<file path="src/design/ptg_pkg.sv">
package ptg_pkg;

  localparam int unsigned GateCount   = 12;
  localparam int unsigned GroupGates  = 6;
  localparam int unsigned SchedCount  = 8;
  localparam int unsigned RatioUsed   = 4;
  localparam int unsigned SumGate     = 5;
  localparam int unsigned QuotWidth   = 24;

  localparam logic [2:0] RegXA    = 3'd0;
  localparam logic [2:0] RegYA    = 3'd1;
  localparam logic [2:0] RegXB    = 3'd2;
  localparam logic [2:0] RegYB    = 3'd3;
  localparam logic [2:0] RegPulse = 3'd4;

  localparam logic [31:0] ResetXA    = 32'h0705_0403;
  localparam logic [31:0] ResetYA    = 32'h0403_0202;
  localparam logic [31:0] ResetXB    = 32'h0B07_0605;
  localparam logic [31:0] ResetYB    = 32'h0404_0302;
  localparam logic [15:0] ResetPulse = 16'd10;

  // Commands from the controller to the datapath.
  typedef struct packed {
    logic       load;      // capture the request, clear or expire gates, fire base gates on an edge
    logic       div_start; // start a division for slot
    logic       div_step;  // one restoring division step
    logic       sched;     // apply schedule update for slot
    logic       sums;      // fire sum gates and register the gate outputs
    logic [2:0] slot;
  } ptg_cmd_t;

  typedef struct packed {
    logic restart;
    logic skip;     // X of slot is zero
  } ptg_stat_t;

endpackage

</file>
<file path="src/design/ptg_ctrl.sv">
module ptg_ctrl
  import ptg_pkg::*;
(
  input  logic      clk_i,
  input  logic      rst_ni,
  input  logic      in_valid_i,
  output logic      in_ready_o,
  output logic      out_valid_o,
  input  logic      out_ready_i,
  input  ptg_stat_t stat_i,
  output ptg_cmd_t  cmd_o
);

  localparam logic [2:0] StIdle = 3'd0;
  localparam logic [2:0] StSlot = 3'd1;
  localparam logic [2:0] StDiv  = 3'd2;
  localparam logic [2:0] StUpd  = 3'd3;
  localparam logic [2:0] StSum  = 3'd4;

  logic [2:0] state_q, state_d;
  logic [2:0] slot_q, slot_d;
  logic [4:0] cnt_q, cnt_d;
  logic       ov_q, ov_d;

  // Accept while idle and the output register is free or being drained.
  assign in_ready_o  = (state_q == StIdle) && (!ov_q || out_ready_i);
  assign out_valid_o = ov_q;

  always_comb begin
    state_d = state_q;
    slot_d  = slot_q;
    cnt_d   = cnt_q;
    ov_d    = ov_q;
    cmd_o   = '0;
    cmd_o.slot = slot_q;
    if (ov_q && out_ready_i) begin
      ov_d = 1'b0;
    end
    unique case (state_q)
      StIdle: begin
        if (in_valid_i && in_ready_o) begin
          cmd_o.load = 1'b1;
          slot_d  = '0;
          state_d = StSlot;
        end
      end
      StSlot: begin
        if (stat_i.restart) begin
          ov_d    = 1'b1;
          state_d = StIdle;
        end else if (stat_i.skip) begin
          slot_d = slot_q + 3'd1;
          if (slot_q == 3'(SchedCount - 1)) begin
            state_d = StSum;
          end
        end else begin
          cmd_o.div_start = 1'b1;
          cnt_d   = 5'(QuotWidth - 1);
          state_d = StDiv;
        end
      end
      StDiv: begin
        cmd_o.div_step = 1'b1;
        cnt_d = cnt_q - 5'd1;
        if (cnt_q == '0) begin
          state_d = StUpd;
        end
      end
      StUpd: begin
        cmd_o.sched = 1'b1;
        slot_d  = slot_q + 3'd1;
        state_d = (slot_q == 3'(SchedCount - 1)) ? StSum : StSlot;
      end
      StSum: begin
        cmd_o.sums = 1'b1;
        ov_d    = 1'b1;
        state_d = StIdle;
      end
      default: state_d = StIdle;
    endcase
  end

  always_ff @(posedge clk_i or negedge rst_ni) begin
    if (!rst_ni) begin
      state_q <= StIdle;
      slot_q  <= '0;
      cnt_q   <= '0;
      ov_q    <= 1'b0;
    end else begin
      state_q <= state_d;
      slot_q  <= slot_d;
      cnt_q   <= cnt_d;
      ov_q    <= ov_d;
    end
  end

  a_no_accept_busy: assert property (@(posedge clk_i) disable iff (!rst_ni)
    (state_q != StIdle) |-> !in_ready_o) else $error("accept while busy");
  a_result_after_sum: assert property (@(posedge clk_i) disable iff (!rst_ni)
    (state_q == StSum) |=> ov_q) else $error("result lost");
  a_div_then_upd: assert property (@(posedge clk_i) disable iff (!rst_ni)
    (state_q == StDiv && cnt_q == '0) |=> (state_q == StUpd))
    else $error("division overrun");

endmodule

</file>
<file path="src/design/ptg_datapath.sv">
module ptg_datapath
  import ptg_pkg::*;
(
  input  logic        clk_i,
  input  logic        rst_ni,
  input  ptg_cmd_t    cmd_i,
  output ptg_stat_t   stat_o,
  input  logic [31:0] now_ms_i,
  input  logic [15:0] tempo_interval_ms_i,
  input  logic        base_edge_i,
  input  logic        swap_sets_i,
  input  logic        restart_i,
  input  logic [31:0] xa_i,
  input  logic [31:0] ya_i,
  input  logic [31:0] xb_i,
  input  logic [31:0] yb_i,
  input  logic [15:0] pulse_i,
  output logic [5:0]  gates_group_a_o,
  output logic [5:0]  gates_group_b_o
);

  logic [GateCount-1:0]  level_q;
  logic [31:0]           off_q [GateCount];
  logic [31:0]           next_q [SchedCount];
  logic [31:0]           now_q;
  logic [15:0]           tempo_q;
  logic                  swap_q, restart_q;
  logic [1:0]            fired_q;
  logic [5:0]            ga_q, gb_q;

  logic [QuotWidth-1:0]  rem_q, quo_q, num_q;
  logic [7:0]            div_q;

  logic [31:0] fire_off;
  logic [7:0]  x_sel, y_sel;
  logic        grp;
  logic [1:0]  idx;
  logic [3:0]  gidx;
  logic [31:0] xs, ys;
  logic [QuotWidth:0] trial;
  logic [31:0] step, nxt, base;
  logic        due;

  assign fire_off = now_q + {16'd0, pulse_i};
  assign grp  = cmd_i.slot[2];
  assign idx  = cmd_i.slot[1:0];
  assign gidx = grp ? 4'(GroupGates + 1) + {2'd0, idx} : 4'd1 + {2'd0, idx};

  always_comb begin
    if (grp ^ swap_q) begin
      xs = xb_i; ys = yb_i;
    end else begin
      xs = xa_i; ys = ya_i;
    end
    x_sel = xs[8*idx +: 8];
    y_sel = ys[8*idx +: 8];
  end

  assign stat_o.restart = restart_q;
  assign stat_o.skip    = (x_sel == '0);

  // Restoring division step: shift one numerator bit into the remainder.
  assign trial = {rem_q, num_q[QuotWidth-1]} - {{(QuotWidth-7){1'b0}}, div_q};

  assign step = (quo_q == '0) ? 32'd1 : {{(32-QuotWidth){1'b0}}, quo_q};
  assign nxt  = next_q[cmd_i.slot];
  assign due  = (nxt == '0) || (now_q >= nxt);
  assign base = (nxt == '0) ? now_q : nxt;

  always_ff @(posedge clk_i) begin
    if (cmd_i.div_start) begin
      num_q <= QuotWidth'(y_sel) * QuotWidth'(tempo_q);
      div_q <= x_sel;
      rem_q <= '0;
      quo_q <= '0;
    end else if (cmd_i.div_step) begin
      num_q <= {num_q[QuotWidth-2:0], 1'b0};
      if (!trial[QuotWidth]) begin
        rem_q <= trial[QuotWidth-1:0];
        quo_q <= {quo_q[QuotWidth-2:0], 1'b1};
      end else begin
        rem_q <= {rem_q[QuotWidth-2:0], num_q[QuotWidth-1]};
        quo_q <= {quo_q[QuotWidth-2:0], 1'b0};
      end
    end
    if (cmd_i.load) begin
      now_q     <= now_ms_i;
      tempo_q   <= tempo_interval_ms_i;
      swap_q    <= swap_sets_i;
      restart_q <= restart_i;
    end
  end

  always_ff @(posedge clk_i or negedge rst_ni) begin
    if (!rst_ni) begin
      level_q <= '0;
      fired_q <= '0;
      ga_q    <= '0;
      gb_q    <= '0;
      for (int i = 0; i < GateCount; i++) off_q[i] <= '0;
      for (int i = 0; i < SchedCount; i++) next_q[i] <= '0;
    end else begin
      if (cmd_i.load) begin
        fired_q <= '0;
        if (restart_i) begin
          level_q <= '0;
          for (int i = 0; i < GateCount; i++) off_q[i] <= '0;
          for (int i = 0; i < SchedCount; i++) next_q[i] <= '0;
          ga_q <= '0;
          gb_q <= '0;
        end else begin
          // Expire, then fire the base gates on an edge.
          for (int i = 0; i < GateCount; i++) begin
            if (off_q[i] != '0 && now_ms_i >= off_q[i]) begin
              level_q[i] <= 1'b0;
              off_q[i]   <= '0;
            end
          end
          if (base_edge_i) begin
            for (int g = 0; g < 2; g++) begin
              if (off_q[g*GroupGates] == '0 ||
                  now_ms_i >= off_q[g*GroupGates]) begin
                level_q[g*GroupGates] <= 1'b1;
                off_q[g*GroupGates]   <= now_ms_i + {16'd0, pulse_i};
              end
            end
          end
        end
      end
      if (cmd_i.sched && due) begin
        next_q[cmd_i.slot] <= base + step;
        if (off_q[gidx] == '0) begin
          level_q[gidx] <= 1'b1;
          off_q[gidx]   <= fire_off;
          fired_q[grp]  <= 1'b1;
        end
      end
      if (cmd_i.sums) begin
        for (int g = 0; g < 2; g++) begin
          if (fired_q[g] && off_q[g*GroupGates+SumGate] == '0) begin
            level_q[g*GroupGates+SumGate] <= 1'b1;
            off_q[g*GroupGates+SumGate]   <= fire_off;
          end
        end
        ga_q <= level_q[5:0] |
                ((fired_q[0] && off_q[SumGate] == '0) ? 6'h20 : 6'h00);
        gb_q <= level_q[11:6] |
                ((fired_q[1] && off_q[GroupGates+SumGate] == '0) ? 6'h20 : 6'h00);
      end
    end
  end

  assign gates_group_a_o = ga_q;
  assign gates_group_b_o = gb_q;

endmodule

</file>
<file path="src/design/polyrhythm_trigger_generator.sv">
// Channel | direction | handshake             | payload
// in      | to block  | in_valid_i/in_ready_o  | now_ms_i, tempo_interval_ms_i, flags
// out     | from block| out_valid_o/out_ready_i| gates_group_a_o, gates_group_b_o
// cfg     | to block  | APB psel/penable       | five registers at 4*i
// A request visits the eight ratio slots in turn; each slot with nonzero X runs
// one 24-step restoring divider shared by all slots before its schedule update.
// A restart request returns with all gates low and runs no slot.
// rst_ni clears gates and schedules at once; registers return to their defaults.
// The result waits in an output register; the next request is taken as it drains.
module polyrhythm_trigger_generator
  import ptg_pkg::*;
(
  input  logic        clk_i,
  input  logic        rst_ni,
  input  logic        in_valid_i,
  output logic        in_ready_o,
  input  logic [31:0] now_ms_i,
  input  logic [15:0] tempo_interval_ms_i,
  input  logic        base_edge_i,
  input  logic        swap_sets_i,
  input  logic        restart_i,
  output logic        out_valid_o,
  input  logic        out_ready_i,
  output logic [5:0]  gates_group_a_o,
  output logic [5:0]  gates_group_b_o,
  input  logic        psel,
  input  logic        penable,
  input  logic        pwrite,
  input  logic [4:0]  paddr,
  input  logic [31:0] pwdata,
  output logic [31:0] prdata,
  output logic        pready
);

  logic [31:0] xa_q, ya_q, xb_q, yb_q;
  logic [15:0] pulse_q;
  logic [2:0]  reg_idx;
  ptg_cmd_t    cmd;
  ptg_stat_t   stat;

  assign pready  = 1'b1;
  assign reg_idx = paddr[4:2];

  // Hold registers; write on the access phase.
  always_ff @(posedge clk_i or negedge rst_ni) begin
    if (!rst_ni) begin
      xa_q    <= ResetXA;
      ya_q    <= ResetYA;
      xb_q    <= ResetXB;
      yb_q    <= ResetYB;
      pulse_q <= ResetPulse;
    end else if (psel && penable && pwrite) begin
      unique case (reg_idx)
        RegXA:    xa_q    <= pwdata;
        RegYA:    ya_q    <= pwdata;
        RegXB:    xb_q    <= pwdata;
        RegYB:    yb_q    <= pwdata;
        RegPulse: pulse_q <= pwdata[15:0];
        default: ;
      endcase
    end
  end

  always_comb begin
    unique case (reg_idx)
      RegXA:    prdata = xa_q;
      RegYA:    prdata = ya_q;
      RegXB:    prdata = xb_q;
      RegYB:    prdata = yb_q;
      RegPulse: prdata = {16'd0, pulse_q};
      default:  prdata = '0;
    endcase
  end

  ptg_ctrl u_ctrl (
    .clk_i, .rst_ni, .in_valid_i, .in_ready_o, .out_valid_o, .out_ready_i,
    .stat_i(stat), .cmd_o(cmd)
  );

  ptg_datapath u_dp (
    .clk_i, .rst_ni, .cmd_i(cmd), .stat_o(stat),
    .now_ms_i, .tempo_interval_ms_i, .base_edge_i, .swap_sets_i, .restart_i,
    .xa_i(xa_q), .ya_i(ya_q), .xb_i(xb_q), .yb_i(yb_q), .pulse_i(pulse_q),
    .gates_group_a_o, .gates_group_b_o
  );

endmodule

</file>
<file path="config.mk">
export PLATFORM = sky130hd
export DESIGN_NAME = polyrhythm_trigger_generator
export DESIGN_NICKNAME = d
export VERILOG_FILES = /design/src/design/ptg_pkg.sv /design/src/design/ptg_ctrl.sv /design/src/design/ptg_datapath.sv /design/src/design/polyrhythm_trigger_generator.sv
export SDC_FILE = /design/constraint.sdc
export NUM_CORES = 2
export LEC_CHECK = 0
export BUFFER_PORTS_ARGS = -buffer_cell sky130_fd_sc_hd__buf_4
export CAP_MARGIN = 20
export CORE_ASPECT_RATIO = 0.6
export CORE_UTILIZATION = 55
export CTS_CLUSTER_SIZE = 12
export DETAILED_ROUTE_END_ITERATION = 10
export HOLD_SLACK_MARGIN = 0.15
export PLACE_DENSITY = 0.74
export SETUP_SLACK_MARGIN = 0.2
export SYNTH_ARGS = -nofsm -noshare
export SYNTH_HDL_FRONTEND = slang
export SYNTH_SLANG_ARGS = --single-unit
</file>
<file path="constraint.sdc">
create_clock -name clk_i -period 8.6 [get_ports clk_i]
set_clock_uncertainty 0.2 [all_clocks]
set_input_delay 0.43 -clock clk_i [delete_from_list [all_inputs] [get_ports clk_i]]
set_output_delay 0.43 -clock clk_i [all_outputs]
set_load 0.1 [all_outputs]
</file>
==> reports/qor.txt <==
=====================================================================================
Run status .............................................................    completed
Register area .......................................................... 0.0240 sq mm
TritonCTS clock tree ...................................................          yes
Total power density per cell area ......................................  342 mW/mm^2
Overall overflow remaining after global route ..........................            0
Synthesis warning total ................................................            0
Main synth FF type .....................................................      dfrtp_1
Routability cong. ......................................................        0.971
Overall via count from detail_route ....................................        49800
Number of vias per cell after detailed routing .........................         6.53
Setup crit end kind ....................................................    flip-flop
Fraction of final layout cells with drive strength greater than 1 ......        11.8%
Filler Cell Count ......................................................         8656
Total number of H-tree levels ..........................................            3
Floorplan die area .....................................................  0.109 sq mm
Post-synth top area share ..............................................        33.4%
Timing-limited maximum frequency .......................................      125 MHz
Buffer cell driving the clock tree root ................................    clkbuf_16
Normalized max-slew margin .............................................        15.8%
Buffers on Ports .......................................................          138
Setup repair after global routing missed its margin ....................           no
Number of endpoints with negative hold slack in the final report .......            0
Most frequent standard cell in the layout excluding fill and tap cells .      dfrtp_1
Reg2reg setup slack ....................................................      0.58 ns
Largest net degree at the start of global routing ......................          162
Cells after Synth ......................................................         6037
Synth area leaders ..................................................... dfrtp_1 (33%), ha_1 (11%), o21ai_0 (4.5%)
Floorplan die width ....................................................  426 microns
Worst-margin pin slew ..................................................      1.25 ns
Crit path launch type ..................................................    flip-flop
Deepest clock path buffer count ........................................            3
Initial core utilization ...............................................        56.0%
Syn nets ...............................................................         6750
Area of the multi-input gates .......................................... 0.0321 sq mm
Commonest cells after routing, fill and taps aside ..................... dfrtp_1 (789), inv_1 (536), ha_1 (530)
Origin of the critical flop-to-flop path ............................... u_ctrl.slot_q[1]
Syn_area_per_cell ......................................................   9.83 sq um
Number of remaining DRC errors .........................................            0
Setup_tns ..............................................................         0 ns
Leak Pwr ...............................................................    0.0290 uW
WP data required .......................................................      8.97 ns
Max-capacitance violation count ........................................            0
DIE HEIGHT .............................................................  256 microns
Remaining antenna violation count ......................................            0
Area of the core .......................................................  0.106 sq mm
# nets final ...........................................................         6851
Peak VDD IR ............................................................     0.426 mV
Number of enable flip-flop cells after synthesis .......................           82
Share of the clock period used by the worst path after layout ..........        93.3%
Number of detailed-route iterations in the first pass ..................            6
Register area share after synthesis ....................................        40.5%
Number of buffers created by CTS .......................................           95
Classification of the worst-slack hold path ............................ input port to flip-flop
Register clock-pin slew on the reported worst setup and hold paths .....      0.06 ns
Number of antenna violations at the first check in global routing ......            7
Setup Viol. Count Final ................................................            0
Number of different library cells in the post-synthesis netlist ........           83
Final Non-Filler Cells .................................................         7617
Destination of the worst register-to-register timing path .............. u_dp.next_q[222]
Largest fanout of any net on the critical path .........................           40
Clock insertion delay at the later pin of the skew report ..............      0.73 ns
Avg WL per Cell ........................................................ 25.3 microns
Vias in the first global route .........................................        46800
Minimum clock period after layout ......................................      8.02 ns
Cell area after synthesis .............................................. 0.0593 sq mm
Final HPWL from detailed placement .....................................       137 mm
Destination of the critical timing path ................................ u_dp.next_q[222]
Std cell rows ..........................................................           92
Violation count after the first detailed-routing iteration .............         6515
Post-placement cell count ..............................................         7354
Data arrival time at the worst-slack endpoint ..........................      8.39 ns
Count of boundary I/O pins .............................................          142
# resized after CTS ....................................................            0
Global-route wire length before repair .................................       291 mm
Worst setup path startpoint ............................................ u_ctrl.slot_q[1]
Asr flop ratio synth ...................................................        86.3%
GRT Overall Usage ......................................................        35.0%
Seq cells post-synth ...................................................          952
Start-to-end type of the worst setup path .............................. flip-flop to flip-flop
Total routed wirelength ................................................       193 mm
Number of sinks on the clock net .......................................          952
Worst r2r path cells ...................................................           20
Layout-stage area growth over the synthesis result .....................        11.0%
Area leader, netlist ...................................................      dfrtp_1
Final slew viol count ..................................................            0
=====================================================================================
==> power by group <==
part | leakage (uW) | switching [uW] | internal (uW)
logic | 0.0152 | 7780 | 4370
registers | 0.0123 | 795 | 5460
clock network | 0.00141 | 1880 | 2220
total | 0.0290 | 10500 | 12000
==> logic make-up (layout without fill, tap and decap cells) <==
group / count (synthesis) / after routing / synth area share (%)
DFF: 952 / 952 / 40.5
xor gates and xnor gates: 155 / 155 / 2.30
muxes: 302 / 302 / 6.99
and+or+nand+nor: 1611 / 1611 / 13.8
AOI/OAI and AO/OA: 1517 / 1517 / 16.5
adders and majority gates: 618 / 618 / 14.1
other: 1 / 3 / 0.00632
buffers and inverters: 881 / 1049 / 5.71
==> through the flow <==
step / power (uW) / hold slack [ns] / util (%) / instance area [sq um] / worst slack (ns)
floorplan: 14100 / -0.0656 / - / 59300 / 0.549
CTS: 22100 / 0.181 / 62.0 / 65700 / 0.771
global placement: 17600 / 0.255 / 58.5 / 61900 / 0.676
detailed placement: 17900 / 0.261 / 58.5 / 61900 / 0.840
finish: 22500 / 0.224 / 62.2 / 65900 / 0.577
global route: 23900 / 0.219 / 62.2 / 65900 / 0.252
==> state kept, by name, indices dropped and copies added, names as in the netlist, 5 cells and up <==
signal,count
u_dp.off_q,384
u_dp.next_q,256
u_dp.now_q,32
xa_q,32
xb_q,32
ya_q,32
yb_q,32
u_dp.num_q,24
u_dp.quo_q,24
u_dp.rem_q,24
pulse_q,16
u_dp.tempo_q,16
u_dp.level_q,12
u_dp.div_q,8
u_dp.gates_group_a_o,6
u_dp.gates_group_b_o,6
u_ctrl.cnt_q,5
==> worst max-delay path, cell delays in order, from the launching register on <==
cell	delay, ns
dfrtp_4	0.80
nor2_1	0.40
a221o_1	0.45
a221o_1	0.38
or4_1	0.58
or4_1	0.56
nor4b_4	0.46
a21o_1	0.18
ha_1	0.18
inv_1	0.07
fa_1	0.45
nor2b_1	0.19
o31a_1	0.21
o221a_2	0.22
o21ai_0	0.19
o21ai_0	0.63
a22oi_1	0.25
a21oi_1	0.40
nor3b_1	0.32
xor2_1	0.51
o21ai_0	0.19
==> metal layers <==
layer	share of wire, %	vias to the layer above	track usage [%]	wire, microns
met1	45	24800	53.9	86200
met5	0.0093	-	0	18
met4	1.9	4	7.36	3750
li1	-	22000	-	-
met3	14	264	13.8	27800
met2	39	2775	45.4	75100
==> worst min path at each step <==
stage                                  from                       to  slack (ns)  cells past startpoint
CTS                  tempo_interval_ms_i[1]          u_dp.tempo_q[1]        0.18                      2
floorplan                            rst_ni               pulse_q[0]       -0.07                      0
detailed placement                   rst_ni  u_dp.gates_group_a_o[2]        0.26                      1
finish              tempo_interval_ms_i[14]         u_dp.tempo_q[14]        0.22                      2
global placement                     rst_ni  u_dp.gates_group_b_o[3]        0.26                      1
global route         tempo_interval_ms_i[4]          u_dp.tempo_q[4]        0.22                      2
==> cells in the mapped netlist, drive strengths merged (20+ instances only) <==
| library cell | n |
|---|---|
| mux2i | 51 |
| and3 | 24 |
| nand4 | 85 |
| nand3 | 413 |
| o211ai | 20 |
| o21ai | 586 |
| a21oi | 219 |
| clkbuf | 244 |
| o2bb2ai | 37 |
| nand2 | 404 |
| a221oi | 52 |
| o21a | 33 |
| mux2 | 179 |
| edfxtp | 82 |
| dfrtp | 792 |
| mux4 | 72 |
| ha | 530 |
| dfxtp | 48 |
| buf | 99 |
| nand2b | 61 |
| fa | 88 |
| xor2 | 82 |
| a21o | 145 |
| nor2b | 184 |
| inv | 537 |
| nor3 | 63 |
| a221o | 26 |
| dfstp | 30 |
| xnor2 | 73 |
| nor2 | 162 |
| a22o | 133 |
| nor4 | 128 |
| o22ai | 29 |
| a22oi | 61 |
| a211oi | 36 |
==> cell type report <==
| type | instances | share of cell area [%] |
|---|---|---|
| Antenna cell | 2 | 0.00760 |
| Clock buffer | 146 | 4.10 |
| Clock inverter | 18 | 0.298 |
| Inverter | 538 | 3.07 |
| Multi-Input combinational cell | 4204 | 48.7 |
| Sequential cell | 952 | 36.5 |
| Tap cell | 1410 | 2.68 |
| Timing Repair Buffer | 347 | 4.62 |
==> repair_timing <==
action                                 CTS  global route
endpoints found under the hold margin  287             0
setup endpoints to repair                0             0
hold buffers                            87             0
buffers inserted                         0             0
No activity file was read; power rests on OpenSTA's default activity.
